## config.mk

```make
export PLATFORM = sky130hd
export DESIGN_NAME = string_to_integer_parser_flat
export DESIGN_NICKNAME = d
export VERILOG_FILES = /design/src/hdl/str2int_pkg.sv /design/src/hdl/str2int_ifs.sv /design/src/hdl/str2int_core.sv /design/src/hdl/string_to_integer_parser.sv /design/src/flat_wrapper.sv
export VERILOG_INCLUDE_DIRS = /design/src /design/src/hdl
export SDC_FILE = /design/constraint.sdc
export NUM_CORES = 1
export LEC_CHECK = 0
export BUFFER_PORTS_ARGS = -buffer_cell sky130_fd_sc_hd__buf_2
export CAP_MARGIN = 30
export CORE_UTILIZATION = 50
export DETAILED_ROUTE_END_ITERATION = 10
export GPL_TIMING_DRIVEN = 0
export PLACE_DENSITY_LB_ADDON = 0.08
export SLEW_MARGIN = 10
export SYNTH_ARGS = -nofsm -noshare
export SYNTH_HDL_FRONTEND = slang
export SYNTH_SLANG_ARGS = --single-unit
```

## constraint.sdc

```tcl
create_clock -name clk -period 23.5 [get_ports clk]
set_clock_uncertainty 0.2 [all_clocks]
set_input_delay 1.175 -clock clk [delete_from_list [all_inputs] [get_ports clk]]
set_output_delay 1.175 -clock clk [all_outputs]
set_load 0.1 [all_outputs]
```

## src/hdl/assert_macros.svh

```systemverilog
// Assertion macros for the string-to-integer parser RTL.
// Both macros expect clk in the including scope; STR2INT_ASSERT also expects rst_n.
`ifndef ASSERT_MACROS_SVH
`define ASSERT_MACROS_SVH

`ifndef SYNTH
`define STR2INT_ASSERT(lbl, prop, msg) \
  lbl: assert property (@(posedge clk) disable iff (!rst_n) prop) else $error(msg);
`define STR2INT_ASSERT_RST(lbl, prop, msg) \
  lbl: assert property (@(posedge clk) prop) else $error(msg);
`else
`define STR2INT_ASSERT(lbl, prop, msg)
`define STR2INT_ASSERT_RST(lbl, prop, msg)
`endif

`endif

```

## src/hdl/str2int_pkg.sv

```systemverilog
// Shared types, constants and character helpers for the string-to-integer parser.
// No dependencies.
package str2int_pkg;

  localparam int VALUE_WIDTH    = 32;
  localparam int CHAR_WIDTH     = 16;
  localparam int POSITION_WIDTH = 16;
  localparam int RADIX_WIDTH    = 6;

  typedef logic [VALUE_WIDTH-1:0]    value_t;
  typedef logic [CHAR_WIDTH-1:0]     char_t;
  typedef logic [POSITION_WIDTH-1:0] pos_t;
  typedef logic [RADIX_WIDTH-1:0]    radix_t;
  typedef logic [5:0]                digit_t;

  typedef struct packed {
    logic signed [VALUE_WIDTH-1:0] value;
    pos_t                          end_offset;
    logic                          found;
  } res_t;

  localparam radix_t RADIX_AUTO  = radix_t'(0);
  localparam radix_t RADIX_OCT   = radix_t'(8);
  localparam radix_t RADIX_DEC   = radix_t'(10);
  localparam radix_t RADIX_HEX   = radix_t'(16);
  localparam radix_t RADIX_MAX   = radix_t'(36);
  localparam radix_t RADIX_RESET = radix_t'(10);

  localparam digit_t NO_DIGIT  = digit_t'(63);
  localparam digit_t DIGIT_TEN = digit_t'(10);

  localparam char_t CH_NUL   = char_t'(0);
  localparam char_t CH_TAB   = char_t'(9);
  localparam char_t CH_CR    = char_t'(13);
  localparam char_t CH_SPACE = char_t'(32);
  localparam char_t CH_MINUS = char_t'(45);
  localparam char_t CH_0     = char_t'(48);
  localparam char_t CH_9     = char_t'(57);
  localparam char_t CH_UA    = char_t'(65);
  localparam char_t CH_UX    = char_t'(88);
  localparam char_t CH_UZ    = char_t'(90);
  localparam char_t CH_LA    = char_t'(97);
  localparam char_t CH_LX    = char_t'(120);
  localparam char_t CH_LZ    = char_t'(122);

  function automatic digit_t digit_of(char_t c);
    digit_t d;
    d = NO_DIGIT;
    if (c >= CH_0 && c <= CH_9) begin
      d = digit_t'(c - CH_0);
    end else if (c >= CH_UA && c <= CH_UZ) begin
      d = digit_t'(c - CH_UA) + DIGIT_TEN;
    end else if (c >= CH_LA && c <= CH_LZ) begin
      d = digit_t'(c - CH_LA) + DIGIT_TEN;
    end
    return d;
  endfunction

  function automatic logic is_space(char_t c);
    return (c == CH_SPACE) || (c >= CH_TAB && c <= CH_CR);
  endfunction

endpackage

```

## src/hdl/str2int_ifs.sv

```systemverilog
// Valid/ready channel interfaces for the string-to-integer parser.
// Depends on str2int_pkg.
interface str2int_in_if;
  logic                valid;
  logic                ready;
  str2int_pkg::char_t  ch;

  modport source (output valid, output ch, input ready);
  modport sink   (input valid, input ch, output ready);
endinterface

interface str2int_out_if;
  logic                                       valid;
  logic                                       ready;
  logic signed [str2int_pkg::VALUE_WIDTH-1:0] value;
  str2int_pkg::pos_t                          end_offset;
  logic                                       found;

  modport source (output valid, output value, output end_offset, output found, input ready);
  modport sink   (input valid, input value, input end_offset, input found, output ready);
endinterface

interface str2int_cfg_if;
  logic                 valid;
  logic                 ready;
  str2int_pkg::radix_t  radix_select;

  modport source (output valid, output radix_select, input ready);
  modport sink   (input valid, input radix_select, output ready);
endinterface

```

## src/hdl/str2int_core.sv

```systemverilog
// Per-character parse step: phase machine, accumulator and positions.
// Depends on str2int_pkg and assert_macros.svh.
`include "assert_macros.svh"

module str2int_core (
  input  logic                clk,
  input  logic                rst_n,
  input  logic                step,
  input  str2int_pkg::char_t  ch,
  input  str2int_pkg::radix_t cfg_radix,
  output str2int_pkg::res_t   res
);

  typedef enum logic [2:0] {
    PH_START,
    PH_WS,
    PH_SIGNED,
    PH_ZERO,
    PH_ZERO_X,
    PH_DIGITS,
    PH_DONE_FOUND,
    PH_DONE_EMPTY
  } phase_t;

  phase_t              phase_r, phase_nxt;
  str2int_pkg::value_t acc_r, acc_nxt;
  logic                neg_r, neg_nxt;
  str2int_pkg::radix_t rad_r, rad_nxt;
  str2int_pkg::pos_t   pos_r, pos_nxt;
  str2int_pkg::pos_t   stop_r, stop_nxt;

  str2int_pkg::digit_t d;
  str2int_pkg::radix_t rad_cur;
  logic                found;

  assign d       = str2int_pkg::digit_of(ch);
  assign rad_cur = (phase_r == PH_START) ? cfg_radix : rad_r;

  always_comb begin
    logic                take;
    logic                lead;
    logic                first;
    str2int_pkg::radix_t mul_rad;
    str2int_pkg::value_t mul_acc;
    str2int_pkg::radix_t rad_z;

    phase_nxt = phase_r;
    acc_nxt   = acc_r;
    neg_nxt   = neg_r;
    rad_nxt   = rad_r;
    pos_nxt   = pos_r;
    stop_nxt  = stop_r;
    take      = 1'b0;
    lead      = 1'b0;
    first     = 1'b0;
    mul_rad   = rad_r;
    mul_acc   = acc_r;
    rad_z     = rad_r;

    if (step) begin
      if (ch == str2int_pkg::CH_NUL) begin
        phase_nxt = PH_START;
        acc_nxt   = '0;
        neg_nxt   = 1'b0;
        rad_nxt   = str2int_pkg::RADIX_AUTO;
        pos_nxt   = '0;
        stop_nxt  = '0;
      end else begin
        pos_nxt = pos_r + 1'b1;
        unique case (phase_r)
          PH_START: begin
            rad_nxt = cfg_radix;
            if (cfg_radix > str2int_pkg::RADIX_MAX) begin
              phase_nxt = PH_DONE_EMPTY;
            end else begin
              lead = 1'b1;
            end
          end
          PH_WS:     lead  = 1'b1;
          PH_SIGNED: first = 1'b1;
          PH_ZERO: begin
            if (ch == str2int_pkg::CH_LX || ch == str2int_pkg::CH_UX) begin
              phase_nxt = PH_ZERO_X;
            end else begin
              rad_z   = (rad_r == str2int_pkg::RADIX_AUTO) ? str2int_pkg::RADIX_OCT : rad_r;
              rad_nxt = rad_z;
              if (d < rad_z) begin
                take    = 1'b1;
                mul_rad = rad_z;
              end else begin
                phase_nxt = PH_DONE_FOUND;
              end
            end
          end
          PH_ZERO_X: begin
            rad_nxt = str2int_pkg::RADIX_HEX;
            if (d < str2int_pkg::RADIX_HEX) begin
              take    = 1'b1;
              mul_rad = str2int_pkg::RADIX_HEX;
              mul_acc = '0;
            end else begin
              phase_nxt = PH_DONE_FOUND;
            end
          end
          PH_DIGITS: begin
            if (d < rad_r) begin
              take = 1'b1;
            end else begin
              phase_nxt = PH_DONE_FOUND;
            end
          end
          default: ;
        endcase

        if (lead) begin
          if (str2int_pkg::is_space(ch)) begin
            phase_nxt = PH_WS;
          end else if (ch == str2int_pkg::CH_MINUS) begin
            neg_nxt   = 1'b1;
            phase_nxt = PH_SIGNED;
          end else begin
            first = 1'b1;
          end
        end

        if (first) begin
          if ((rad_cur == str2int_pkg::RADIX_AUTO || rad_cur == str2int_pkg::RADIX_HEX) &&
              ch == str2int_pkg::CH_0) begin
            acc_nxt   = '0;
            stop_nxt  = pos_r + 1'b1;
            phase_nxt = PH_ZERO;
          end else if (rad_cur == str2int_pkg::RADIX_AUTO) begin
            if (d < str2int_pkg::RADIX_DEC) begin
              rad_nxt = str2int_pkg::RADIX_DEC;
              take    = 1'b1;
              mul_rad = str2int_pkg::RADIX_DEC;
            end else begin
              phase_nxt = PH_DONE_EMPTY;
            end
          end else if (d < rad_cur) begin
            take    = 1'b1;
            mul_rad = rad_cur;
          end else begin
            phase_nxt = PH_DONE_EMPTY;
          end
        end

        if (take) begin
          acc_nxt   = mul_acc * str2int_pkg::value_t'(mul_rad) + str2int_pkg::value_t'(d);
          stop_nxt  = pos_r + 1'b1;
          phase_nxt = PH_DIGITS;
        end
      end
    end
  end

  assign found = (phase_r == PH_ZERO) || (phase_r == PH_ZERO_X) ||
                 (phase_r == PH_DIGITS) || (phase_r == PH_DONE_FOUND);

  always_comb begin
    res.found      = found;
    res.value      = '0;
    res.end_offset = '0;
    if (found) begin
      res.value      = neg_r ? -acc_r : acc_r;
      res.end_offset = stop_r;
    end
  end

  always_ff @(posedge clk) begin
    if (!rst_n) begin
      phase_r <= PH_START;
      acc_r   <= '0;
      neg_r   <= 1'b0;
      rad_r   <= str2int_pkg::RADIX_AUTO;
      pos_r   <= '0;
      stop_r  <= '0;
    end else begin
      phase_r <= phase_nxt;
      acc_r   <= acc_nxt;
      neg_r   <= neg_nxt;
      rad_r   <= rad_nxt;
      pos_r   <= pos_nxt;
      stop_r  <= stop_nxt;
    end
  end

  `STR2INT_ASSERT(a_start_clean, phase_r == PH_START |-> pos_r == '0 && acc_r == '0 && !neg_r && rad_r == str2int_pkg::RADIX_AUTO, "parse state not clean at string start")
  `STR2INT_ASSERT(a_prefix_radix, phase_r == PH_ZERO_X |-> rad_r == str2int_pkg::RADIX_AUTO || rad_r == str2int_pkg::RADIX_HEX, "0x prefix seen in a radix other than auto or 16")

endmodule

```

## src/hdl/string_to_integer_parser.sv

```systemverilog
// Top level of the string-to-integer parser: channel registers and config register.
// Depends on str2int_pkg, str2int_ifs, str2int_core and assert_macros.svh.
//
// Parses a NUL-terminated string of 16-bit characters, one character per
// transaction on in_chan, as a signed 32-bit integer (strtol style: leading
// white space, optional '-', radix 1..36 or 0 for auto-detect with 0x/0
// prefixes). Each NUL produces one transaction on out_chan with value,
// end_offset and found; other characters produce none. The block takes one
// character per cycle except while a NUL stalls. When the NUL leaves the input
// register, the result of the parse state loads the output register; a parse
// step holds at most a single 32x6 multiply-add. A NUL waits in the input
// register, stalling in_chan, only while an earlier result is not taken. The
// radix register is written over cfg_wr, resets to 10 and is sampled at the
// first character of each string; write it only while no string is in progress.
`include "assert_macros.svh"

module string_to_integer_parser (
  input  logic          clk,
  input  logic          rst_n,
  str2int_in_if.sink    in_chan,
  str2int_out_if.source out_chan,
  str2int_cfg_if.sink   cfg_wr
);

  str2int_pkg::radix_t radix_r;
  str2int_pkg::char_t  in_ch_r;
  logic                in_vld_r;
  str2int_pkg::res_t   out_res_r;
  logic                out_vld_r;
  str2int_pkg::res_t   res;

  logic in_nul;
  logic out_free;
  logic adv;

  assign in_nul   = (in_ch_r == str2int_pkg::CH_NUL);
  assign out_free = !out_vld_r || out_chan.ready;
  assign adv      = in_vld_r && (!in_nul || out_free);

  assign in_chan.ready = !in_vld_r || adv;
  assign cfg_wr.ready  = 1'b1;

  assign out_chan.valid      = out_vld_r;
  assign out_chan.value      = out_res_r.value;
  assign out_chan.end_offset = out_res_r.end_offset;
  assign out_chan.found      = out_res_r.found;

  str2int_core u_core (
    .clk       (clk),
    .rst_n     (rst_n),
    .step      (adv),
    .ch        (in_ch_r),
    .cfg_radix (radix_r),
    .res       (res)
  );

  always_ff @(posedge clk) begin
    if (!rst_n) begin
      radix_r   <= str2int_pkg::RADIX_RESET;
      in_vld_r  <= 1'b0;
      out_vld_r <= 1'b0;
    end else begin
      if (cfg_wr.valid && cfg_wr.ready) begin
        radix_r <= cfg_wr.radix_select;
      end
      if (in_chan.valid && in_chan.ready) begin
        in_vld_r <= 1'b1;
        in_ch_r  <= in_chan.ch;
      end else if (adv) begin
        in_vld_r <= 1'b0;
      end
      if (adv && in_nul) begin
        out_vld_r <= 1'b1;
        out_res_r <= res;
      end else if (out_chan.ready) begin
        out_vld_r <= 1'b0;
      end
    end
  end

  `STR2INT_ASSERT_RST(a_reset_empty, !rst_n |=> !in_vld_r && !out_vld_r, "not empty after reset")
  `STR2INT_ASSERT(a_end_held, in_vld_r && in_nul && !out_free |=> in_vld_r && in_nul, "stalled NUL lost")
  `STR2INT_ASSERT(a_end_result, adv && in_nul |=> out_vld_r, "NUL produced no result")

endmodule

```

## src/flat_wrapper.sv

```systemverilog
// flat-port wrapper written by rule: the top's interface ports become plain ports
module string_to_integer_parser_flat 
  (clk, rst_n, in_chan_valid, in_chan_ch, in_chan_ready, out_chan_valid, out_chan_value, out_chan_end_offset, out_chan_found, out_chan_ready, cfg_wr_valid, cfg_wr_radix_select, cfg_wr_ready);
  str2int_in_if in_chan_i ();
  str2int_out_if out_chan_i ();
  str2int_cfg_if cfg_wr_i ();
  input  logic clk;
  input  logic rst_n;
  input wire logic [$bits(in_chan_i.valid)-1:0] in_chan_valid;
  input wire logic [$bits(in_chan_i.ch)-1:0] in_chan_ch;
  output wire logic [$bits(in_chan_i.ready)-1:0] in_chan_ready;
  output wire logic [$bits(out_chan_i.valid)-1:0] out_chan_valid;
  output wire logic [$bits(out_chan_i.value)-1:0] out_chan_value;
  output wire logic [$bits(out_chan_i.end_offset)-1:0] out_chan_end_offset;
  output wire logic [$bits(out_chan_i.found)-1:0] out_chan_found;
  input wire logic [$bits(out_chan_i.ready)-1:0] out_chan_ready;
  input wire logic [$bits(cfg_wr_i.valid)-1:0] cfg_wr_valid;
  input wire logic [$bits(cfg_wr_i.radix_select)-1:0] cfg_wr_radix_select;
  output wire logic [$bits(cfg_wr_i.ready)-1:0] cfg_wr_ready;
  assign in_chan_i.valid = in_chan_valid;
  assign in_chan_i.ch = in_chan_ch;
  assign in_chan_ready = in_chan_i.ready;
  assign out_chan_valid = out_chan_i.valid;
  assign out_chan_value = out_chan_i.value;
  assign out_chan_end_offset = out_chan_i.end_offset;
  assign out_chan_found = out_chan_i.found;
  assign out_chan_i.ready = out_chan_ready;
  assign cfg_wr_i.valid = cfg_wr_valid;
  assign cfg_wr_i.radix_select = cfg_wr_radix_select;
  assign cfg_wr_ready = cfg_wr_i.ready;
  string_to_integer_parser u_core (.clk(clk), .rst_n(rst_n), .in_chan(in_chan_i), .out_chan(out_chan_i), .cfg_wr(cfg_wr_i));
endmodule
```

==> reports/metrics.cfg <==
[grt]
antenna_found_initial=0
grt_pass1_wl_mm=52.94
first_global_vias=10151
grt-ovfl-total=0
globalRouteTotalUtil_pct=25.87
grt_max_degree=20

[logic_synthesis]
synth_cells=1440
synth_cell_types=82
syn_avg_cell_area_um2=8.914
synth_area_leaders=fa_1, edfxtp_1, dfxtp_1, nor2_1, ha_1
synth_ff_type=dfxtp_1
ys_seq_area_share_pct=27.99
synthesis.area_mm2=0.01284
synthesis.nets=1667
async_flop_share_pct=0
synth_top_area_share_pct=17.31
yosys_warnings=0
yosysTopAreaCell=fa_1
synth_edf_count=65
synth-seq-cells=147

[power]
power_density_mw_per_mm2=43.47
peakVddDrop_uv=43.90
p_leak_nw=6.118

[final_layout]
final_area_mm2=0.01430
n_antenna_cell=0
syn2layout_area_growth_pct=11.43
utilization_pct=56.80
fill_cells=2284
drive_above_1_share_pct=10.56
final_cells=1883
nets=1767
mostFrequentLayoutCells=nor2_1, nand2_1, fa_1
layout_commonest_cell=nor2_1

[timing]
slew_headroom_pct=28.76
rsz0062_at_grt=false
fin_crit_sh_pct=49.09
maxSlewViolCount=0
final-setup-viol-count=0
min_period_ns=11.54
max_freq_mhz=86.68
finalHoldViolations=0
fin_setup_tns_ns=0
tightest_slew_ns=1.065

[cts]
clkTransAtPathRegs_ns=0.08
post_cts_buffers=0
cts_tree=built
cts-hold-fix-buffers=0
cts_sinks=147
cts_resized=0
ctsRootBufferMaster=clkbuf_16
htreeDepth=4
cts-buffers-inserted=17
clk_path_buf_depth=2
insertion_delay_ns=0.44

[placement]
port_buffers=75
dp.cells=1849
placed_area_mm2=0.01367
gp_congestion=0.9052
hpwl_mm=25.67

[floorplanning]
core_mm2=0.02518
die_h_um=162.2
dieArea_mm2=0.02632
ios=79
dieWidth_um=162.2
row_count=58
start_util_pct=50.97

[setup_path]
path_class=reg2reg
critical_path_arrival_ns=11.66
cpPeakStageDelay_ns=0.83
endpoint_kind=flip-flop
cp_max_fo=10
start_kind=flip-flop
path_buf_inv=4
cp.required_ns=23.62
slowest_stage=nor2_1
critPathTopFamily=compound AO/OA/AOI/OAI gates

[detailed_routing]
drc=0
viasPerCell=5.673
wirelength_mm=33.21
dr.pass1.iters=5
wl_per_cell_um=17.64
drt_iter0_drc=698
vias=10682
final_antenna_net_count=0

[run]
maxCapViolations=0

[min_path]
hold_class=reg2reg

[status]
status=complete, no violations

-- worst paths after layout --
path / startpoint / to / slack (ns) / depth (start not counted)
worst max-delay path: u_core.in_ch_r[1] / u_core.u_core.acc_r[30] / 11.96 / 37
worst min register to register: u_core.u_core.pos_r[15] / u_core.u_core.pos_r[15] / 0.28 / 2
worst max register to register: u_core.in_ch_r[1] / u_core.u_core.acc_r[30] / 11.96 / 37
worst min-delay path: u_core.u_core.pos_r[15] / u_core.u_core.pos_r[15] / 0.28 / 2
-- through the flow --
step / hold slack [ns] / total power [W] / setup slack [ns]
after global placement: 0.2554 / 0.0003354 / 12.39
after detailed placement: 0.2670 / 0.0003357 / 12.33
after global routing: 0.2936 / 0.0006397 / 11.53
final: 0.2796 / 0.0006217 / 11.96
after floorplan: 0.2466 / 0.0003167 / 14.38
after CTS: 0.2784 / 0.0006246 / 12.21
-- cell usage after synthesis (all sizes together) (10+ instances only) --
library cell,n
a21o,16
a21oi,76
a22oi,32
and3,12
buf,13
clkbuf,60
dfxtp,82
edfxtp,65
fa,111
ha,89
inv,68
mux2i,18
nand2,119
nand3,17
nand4,13
nor2,310
nor2b,25
nor3,22
nor4,10
o21ai,41
o31ai,13
o41ai,10
or2,19
or4,12
xnor2,34
xor2,47
-- metal layers --
| layer | up-vias | track usage, % | routed length [um] |
|---|---|---|---|
| li1 | 5128 | - | - |
| met1 | 5165 | 35.45 | 15140 |
| met2 | 350 | 41.67 | 15380 |
| met3 | 39 | 4.316 | 2113 |
| met4 | 0 | 8.105 | 573 |
| met5 | - | 0 | 0 |
-- area by class of cell --
type                            count  area (um2)  share of cell area [%]
Inverter                           69       259.0                   1.811
Tap cell                          330       412.9                   2.887
Timing Repair Buffer               81       427.9                   2.992
Sequential cell                   147        3593                   25.12
Clock inverter                     15       196.4                   1.373
Clock buffer                       17       425.4                   2.974
Buffer                             73       300.3                   2.099
Multi-Input combinational cell   1151        8688                   60.74
-- cell families (layout without fill, tap and decap cells) --
family	Yosys count	in the layout	synth area share (%)
AND/OR/NAND/NOR	600	600	21.08
buffers and inverters	142	255	4.357
multiplexers	19	19	1.589
AO/OA/AOI/OAI	248	248	13.08
XOR/XNOR	83	83	5.878
flip-flops	147	147	27.99
adder cells (fa/ha/maj)	200	200	25.99
other	1	1	0.02921
-- power by group --
group	switching (W)	total (W)	internal [W]
Sequential	0.00000369	0.000273	0.000269
Clock	0.000143	0.000290	0.000147
Combinational	0.0000412	0.0000588	0.0000175
Total	0.000188	0.000622	0.000434
-- worst min-delay path, stage by stage, from the launching register on --
cell and delay, ns:
dfxtp_1 0.33, nand2_1 0.06, a21oi_1 0.05
-- sequential cells by signal, summed over array words and instances, names as in the netlist, 3 cells and up --
signal / flops
u_core.out_chan.end_offset: 16
u_core.radix_r: 6
u_core.out_chan.value: 32
u_core.in_ch_r: 16
u_core.u_core.acc_r: 32
u_core.u_core.pos_r: 16
u_core.u_core.rad_r: 6
u_core.u_core.stop_r: 16
u_core.u_core.phase_r: 3
No activity file was read; power rests on OpenSTA's default activity.
